### src/sv/lroc_pkg.sv
`default_nettype none

package lroc_pkg;

  // Sizes of the lock registry and of the per-task held-mask table.
  localparam int REGISTRY_DEPTH = 16;
  localparam int TASK_COUNT     = 16;

  // Fixed field widths.
  localparam int ADDR_W = 48;
  localparam int RANK_W = 16;
  localparam int TASK_W = 4;

  // Derived widths for the registry and the task table.
  localparam int COUNT_W     = $clog2(REGISTRY_DEPTH + 1);
  localparam int ENTRY_IDX_W = (REGISTRY_DEPTH > 1) ? $clog2(REGISTRY_DEPTH) : 1;
  localparam int TASK_IDX_W  = (TASK_COUNT > 1) ? $clog2(TASK_COUNT) : 1;
  localparam int TASK_EXT_W  = (TASK_IDX_W > TASK_W) ? TASK_IDX_W : TASK_W;

  // Command codes.
  typedef enum logic [1:0] {
    CMD_REGISTER = 2'd0,
    CMD_ARM      = 2'd1,
    CMD_ACQUIRE  = 2'd2,
    CMD_RELEASE  = 2'd3
  } cmd_t;

  // Result status codes.
  typedef enum logic [1:0] {
    ST_DONE      = 2'd0,
    ST_IGNORED   = 2'd1,
    ST_VIOLATION = 2'd2,
    ST_FULL      = 2'd3
  } status_t;

  // Command word.
  typedef struct packed {
    cmd_t                cmd;
    logic [ADDR_W-1:0]   lock_address;
    logic [RANK_W-1:0]   rank;
    logic [TASK_W-1:0]   task_index;
    logic                task_valid;
  } item_t;

  // Result word.
  typedef struct packed {
    status_t             status;
    logic [RANK_W-1:0]   mask_after;
    logic [RANK_W-1:0]   found_rank;
  } result_t;

endpackage

`default_nettype wire

### src/sv/lroc_registry.sv
`default_nettype none

module lroc_registry (
  input  wire logic                       clk,
  input  wire logic                       rst,
  input  wire logic                       append,
  input  wire logic [lroc_pkg::ADDR_W-1:0] address,
  input  wire logic [lroc_pkg::RANK_W-1:0] new_rank,
  output logic                            full,
  output logic [lroc_pkg::RANK_W-1:0]     found_rank
);

  // Entries are written in order; only those below the fill count are live.
  logic [lroc_pkg::ADDR_W-1:0]  entry_addresses [lroc_pkg::REGISTRY_DEPTH];
  logic [lroc_pkg::RANK_W-1:0]  entry_ranks     [lroc_pkg::REGISTRY_DEPTH];
  logic [lroc_pkg::COUNT_W-1:0] entry_count;
  logic [lroc_pkg::REGISTRY_DEPTH-1:0] hit;

  assign full = (entry_count == lroc_pkg::COUNT_W'(lroc_pkg::REGISTRY_DEPTH));

  // Fill count, cleared by reset.
  always_ff @(posedge clk) begin
    if (rst) begin
      entry_count <= '0;
    end else if (append && !full) begin
      entry_count <= entry_count + lroc_pkg::COUNT_W'(1);
    end
  end

  // Entry storage needs no reset: the fill count guards every read.
  always_ff @(posedge clk) begin
    if (append && !full) begin
      entry_addresses[entry_count[lroc_pkg::ENTRY_IDX_W-1:0]] <= address;
      entry_ranks[entry_count[lroc_pkg::ENTRY_IDX_W-1:0]]     <= new_rank;
    end
  end

  // Compare every live entry at once; the lowest matching entry wins.
  always_comb begin
    found_rank = '0;
    for (int i = 0; i < lroc_pkg::REGISTRY_DEPTH; i++) begin
      hit[i] = (lroc_pkg::COUNT_W'(i) < entry_count) && (entry_addresses[i] == address);
    end
    for (int i = lroc_pkg::REGISTRY_DEPTH - 1; i >= 0; i--) begin
      if (hit[i]) begin
        found_rank = entry_ranks[i];
      end
    end
  end

endmodule

`default_nettype wire

### src/sv/lock_rank_order_checker_unit.sv
`default_nettype none

// Channel   Handshake          Payload              Direction
// command   start / busy       item   (item_t)      in
// result    done (strobe)      result (result_t)    out
//
// A command word is taken at every edge with start high and busy low, so one
// word per cycle is sustained outside reset. The result passes through the
// input register, then through the registry compare and the held-mask update
// into the result register. busy is high only during reset.
// Reset clears the fill count, the armed flag and all held masks. The result
// is shown for one cycle with done and cannot be stalled.

module lock_rank_order_checker_unit (
  input  wire logic             clk,
  input  wire logic             rst,
  input  wire logic             start,
  output logic                  busy,
  input  wire lroc_pkg::item_t  item,
  output logic                  done,
  output lroc_pkg::result_t     result
);

  // Input register.
  logic             item_valid;
  lroc_pkg::item_t  item_q;

  // Control state.
  logic                        armed;
  logic [lroc_pkg::RANK_W-1:0] held_masks [lroc_pkg::TASK_COUNT];

  // Working signals.
  logic                            reg_full;
  logic [lroc_pkg::RANK_W-1:0]     found;
  logic [lroc_pkg::TASK_EXT_W-1:0] task_ext;
  logic [lroc_pkg::TASK_IDX_W-1:0] task_idx;
  logic                            task_ok;
  logic [lroc_pkg::RANK_W-1:0]     mask_cur;
  logic [lroc_pkg::RANK_W-1:0]     mask_next;
  logic                            mask_we;
  logic                            armed_next;
  logic                            lookup_cmd;
  lroc_pkg::result_t               result_next;

  assign busy = rst;

  // Capture each accepted word.
  always_ff @(posedge clk) begin
    if (rst) begin
      item_valid <= 1'b0;
    end else begin
      item_valid <= start && !busy;
    end
  end

  always_ff @(posedge clk) begin
    if (start && !busy) begin
      item_q <= item;
    end
  end

  // Registry of lock addresses and their ranks.
  lroc_registry u_registry (
    .clk        (clk),
    .rst        (rst),
    .append     (item_valid && (item_q.cmd == lroc_pkg::CMD_REGISTER)),
    .address    (item_q.lock_address),
    .new_rank   (item_q.rank),
    .full       (reg_full),
    .found_rank (found)
  );

  // Task selection and range check.
  assign task_ext = lroc_pkg::TASK_EXT_W'(item_q.task_index);
  assign task_idx = task_ext[lroc_pkg::TASK_IDX_W-1:0];
  assign task_ok  = item_q.task_valid && (32'(item_q.task_index) < lroc_pkg::TASK_COUNT);
  assign mask_cur = held_masks[task_idx];
  assign lookup_cmd = (item_q.cmd == lroc_pkg::CMD_ACQUIRE) ||
                      (item_q.cmd == lroc_pkg::CMD_RELEASE);

  // Command decode, status and mask update.
  always_comb begin
    result_next.status = lroc_pkg::ST_DONE;
    result_next.found_rank = lookup_cmd ? found : '0;
    mask_next  = mask_cur;
    mask_we    = 1'b0;
    armed_next = armed;
    unique case (item_q.cmd)
      lroc_pkg::CMD_REGISTER: begin
        if (reg_full) begin
          result_next.status = lroc_pkg::ST_FULL;
        end
      end
      lroc_pkg::CMD_ARM: begin
        armed_next = 1'b1;
      end
      lroc_pkg::CMD_ACQUIRE: begin
        if (!armed || found == '0 || !task_ok) begin
          result_next.status = lroc_pkg::ST_IGNORED;
        end else begin
          if (mask_cur != '0 && !(mask_cur > found)) begin
            result_next.status = lroc_pkg::ST_VIOLATION;
          end
          mask_next = mask_cur | found;
          mask_we   = 1'b1;
        end
      end
      lroc_pkg::CMD_RELEASE: begin
        if (!armed || found == '0 || !task_ok) begin
          result_next.status = lroc_pkg::ST_IGNORED;
        end else begin
          mask_next = mask_cur & ~found;
          mask_we   = 1'b1;
        end
      end
      default: begin
        result_next.status = lroc_pkg::ST_IGNORED;
      end
    endcase
    result_next.mask_after = task_ok ? mask_next : '0;
  end

  // Armed flag and held masks.
  always_ff @(posedge clk) begin
    if (rst) begin
      armed <= 1'b0;
      for (int t = 0; t < lroc_pkg::TASK_COUNT; t++) begin
        held_masks[t] <= '0;
      end
    end else if (item_valid) begin
      armed <= armed_next;
      if (mask_we) begin
        held_masks[task_idx] <= mask_next;
      end
    end
  end

  // Result register.
  always_ff @(posedge clk) begin
    if (rst) begin
      done <= 1'b0;
    end else begin
      done <= item_valid;
    end
  end

  always_ff @(posedge clk) begin
    if (item_valid) begin
      result <= result_next;
    end
  end

endmodule

`default_nettype wire

### config.mk
export PLATFORM = sky130hd
export DESIGN_NAME = lock_rank_order_checker_unit
export DESIGN_NICKNAME = d
export VERILOG_FILES = /design/src/sv/lroc_pkg.sv /design/src/sv/lroc_registry.sv /design/src/sv/lock_rank_order_checker_unit.sv
export SDC_FILE = /design/constraint.sdc
export NUM_CORES = 2
export LEC_CHECK = 0
export BUFFER_PORTS_ARGS = -buffer_cell sky130_fd_sc_hd__buf_2
export CORE_ASPECT_RATIO = 0.8
export CORE_MARGIN = 5
export CORE_UTILIZATION = 55
export DETAILED_ROUTE_END_ITERATION = 12
export GPL_ROUTABILITY_DRIVEN = 0
export GPL_TIMING_DRIVEN = 0
export PLACE_DENSITY = 0.77
export SYNTH_ARGS = -nofsm -noshare
export SYNTH_HDL_FRONTEND = slang
export SYNTH_SLANG_ARGS = --single-unit
### constraint.sdc
create_clock -name clk -period 9.5 [get_ports clk]
set_input_delay 1.425 -clock clk [delete_from_list [all_inputs] [get_ports clk]]
set_output_delay 1.425 -clock clk [all_outputs]
set_load 0.02 [all_outputs]
==> impl_metrics.csv <==
group,metric,value,unit
critical_path,slowest_stage,"edfxtp_1",
routing,drtAntennaViolNets,0,
routing,wl_per_cell,31.9,um
critical_path,cp_top_family,"simple AND/OR/NAND/NOR gates",
synth,synth-edff-count,1385,
timing,fin_crit_sh,98.0,%
placement,place_ws,0.670,ns
placement,dp_hpwl,116,mm
global_route,overflow,0,
global_route,grt_usage,30.9,%
timing,fin_crit,9.31,ns
critical_path,critical_path_class,"reg -> reg",
pwr,power.density,196,nW/um2
clocking,htree_levels,4,
routing,vias_per_cell,6.50,
run,cap_violations,0,
timing,fin_worst_skew,0.0469,ns
clocking,root_buffer,"clkbuf_16",
finish,fin_cells,5633,
synth,synthFlopType,"edfxtp_1",
finish,final_cell_mix,"edfxtp_1 (1385), xor2_1 (576), nor3_1 (219)",
finish,multi_input_area,16200,um2
routing,routed_wl,179,mm
clocking,cts_resized,0,
placement,port_buffers,109,
clocking,cts_made_buffers,136,
global_route,grt_max_degree,59,
routing,met2WireLength,79.1,mm
timing,fmax,107,MHz
finish,layout_commonest_cell,"edfxtp_1",
finish,drive_above_1_share,15.9,%
synth,synth_area,59700,um2
finish,final_nets,4207,
floorplan,io_pins,110,
critical_path,crit_arrival,9.56,ns
synth,syn_nets,3898,
critical_path,startpoint_type,"flop",
routing,met1_length,64.7,mm
synth,synth_top_area_cell,"edfxtp_1",
timing,slew_headroom,0.475,%
clocking,cts_tree,"done",
synth,yosysWarnings,0,
floorplan,dieArea,115000,um2
clocking,cts_setup_buffers,0,
finish,synthToLayoutAreaGrowth,13.0,%
timing,final_max_slew_viol_count,0,
clocking,cts.path.max_buffers,3,
critical_path,crit_path_end_kind,"flop",
routing,drt_iter0_drc,7309,
critical_path,cp_num_buf_inv,6,
critical_path,crit_required,9.75,ns
pwr,ir_drop,194,uV
critical_path,cp_cell_sequence,"buf_4 -> buf_2 -> xor2_1 -> nor4_1 -> nand4_1 -> nor4_1 -> buf_2 -> buf_4 -> buf_6 -> a21oi_1 -> o21ai_0 -> a31oi_1 -> a221oi_1 -> nand4_1 -> o31ai_2 -> or3b_1 -> buf_2 -> nand2b_1",
synth,syn_inst,3787,
synth,async_flop_share,0,%
timing,hold_viol,0,
synth,ys_types,93,
routing,drc,0,
synth,ys_ff_latch,1397,
global_route,grt_pass1_vias,35400,
floorplan,start_util,55.2,%
routing,met3_length,28.2,mm
finish,seq_area,41800,um2
floorplan,core_region_area,108000,um2
clocking,holdBufCountCts,0,
synth,synth.area.top_cells,"edfxtp_1 (70%), xor2_1 (8.4%), mux4_2 (3.0%)",
critical_path,cpPeakStageDelay,1.30,ns
timing,setup_viol,0,
floorplan,die_h,305,um
clocking,cts_sinks,1397,
synth,yosysTopAreaCellShare,69.6,%
timing,rsz0062_at_grt,"no",
timing,fin_ws,0.193,ns
placement,dp_cells,5385,
critical_path,worst_path_most_repeated_cell,"buf_2",
worst_hold_path,hold_class,"reg -> reg",
global_route,antenna_found_initial,13,
pwr,p_leak,22.6,nW
finish,fill_cells,7537,
routing,num_vias,36600,
timing,worst_pin_slew,1.49,ns
outcome,outcome,"finished, final reports clean",
global_route,grt_pass1_wl,253,mm
routing,top_layer,"met4",
routing,drtPass1Iterations,6,
synth,syn_avg_cell_area,15.8,um2
floorplan,die_w,378,um
floorplan,fp-row-count,108,
synth,synth_seq_area_share,70.0,%
pwr,p_total,13.2,mW
clocking,path_clk_slew,0.06,ns
clocking,worstSkewPairLatency,0.78,ns
critical_path,critPathMaxFanout,17,
[report_power, final]
group / leakage [nW] / total [mW] / internal, mW / switching, mW
Sequential: 12.9 / 7.06 / 6.87 / 0.191
Combinational: 7.64 / 0.922 / 0.307 / 0.615
Clock: 2.06 / 5.24 / 2.89 / 2.35
[cell type report]
class                   instances  area share [%]
clock inverters                68           0.923
inverters                      88           0.489
well taps                    1430            2.65
repair buffers                171            2.34
multi-input cells            2060            24.0
clock buffers                 175            5.34
diodes                          2         0.00741
flip-flops and latches       1397            62.0
plain buffers                 242            2.29
[final timing paths]
path / startpoint / to / slack (ns) / cells after the start
setup / recovery: item_q[60] / held_masks[11][8] / 0.19 / 18
hold / removal: armed / armed / 0.49 / 2
setup reg to reg: item_q[60] / held_masks[11][8] / 0.19 / 18
hold reg to reg: armed / armed / 0.49 / 2
[state kept, by name (all words and copies together), names as in the netlist, 4 cells and up, named ones only]
register	cells
task_ext	4
held_masks	256
result	34
item_q	66
u_registry.entry_addresses	768
u_registry.entry_ranks	256
u_registry.entry_count	5
[worst min-delay path, stage by stage (launching register included)]
cell     delay (ns)
dfxtp_1        0.33
a31oi_1        0.05
nor2_1         0.08
[Yosys cell counts, types with 8 or more instances]
cell,n
nand2_1,75
buf_4,54
and4_1,9
a211o_1,10
nor3_1,223
nor4_1,161
nor2b_1,14
mux4_2,80
xnor2_1,192
ha_1,37
a21oi_1,63
o21ai_0,24
buf_6,45
mux2_2,16
nor2_1,167
nand2b_1,18
a221oi_1,9
nand3_1,63
a21o_1,8
o21bai_1,18
o211ai_1,8
clkbuf_1,67
and3_1,10
o221ai_1,12
xor2_1,576
edfxtp_1,1385
nand4_1,78
or3_1,9
and2_1,24
mux2i_1,40
dfxtp_1,12
inv_1,87
buf_1,13
buf_2,62
[logic make-up (layout without fill, tap and decap cells)]
kind of cell / count (synthesis) / in the layout / share of synthesized area (%)
buffers and inverters: 330 / 744 / 3.14
AOI/OAI and AO/OA: 218 / 218 / 2.62
and+or+nand+nor: 900 / 900 / 8.16
adders and majority gates: 37 / 37 / 0.775
other: 0 / 2 / 0
xor gates and xnor gates: 768 / 768 / 11.3
DFF: 1397 / 1397 / 70.0
muxes: 137 / 137 / 4.01
[layer usage]
layer,GRT usage (%),vias to the layer above
met3,8.47,466
met2,45.5,3264
met1,44.5,18100
met5,0,-
li1,-,14800
met4,11.4,0
[metrics by stage]
stage	utilization [%]	cell area [um2]	hold WS (ns)	setup TNS [ns]
6_report	62.4	67500	0.486	0
5_1_grt	62.4	67500	0.554	0
4_1_cts	62.4	67400	0.485	0
3_5_place_dp	58.5	63200	0.473	0
3_3_place_gp	57.4	62100	0.442	-353.14
2_1_floorplan	-	59700	0.429	0
Note: power is estimated with default switching activity, not from simulation.
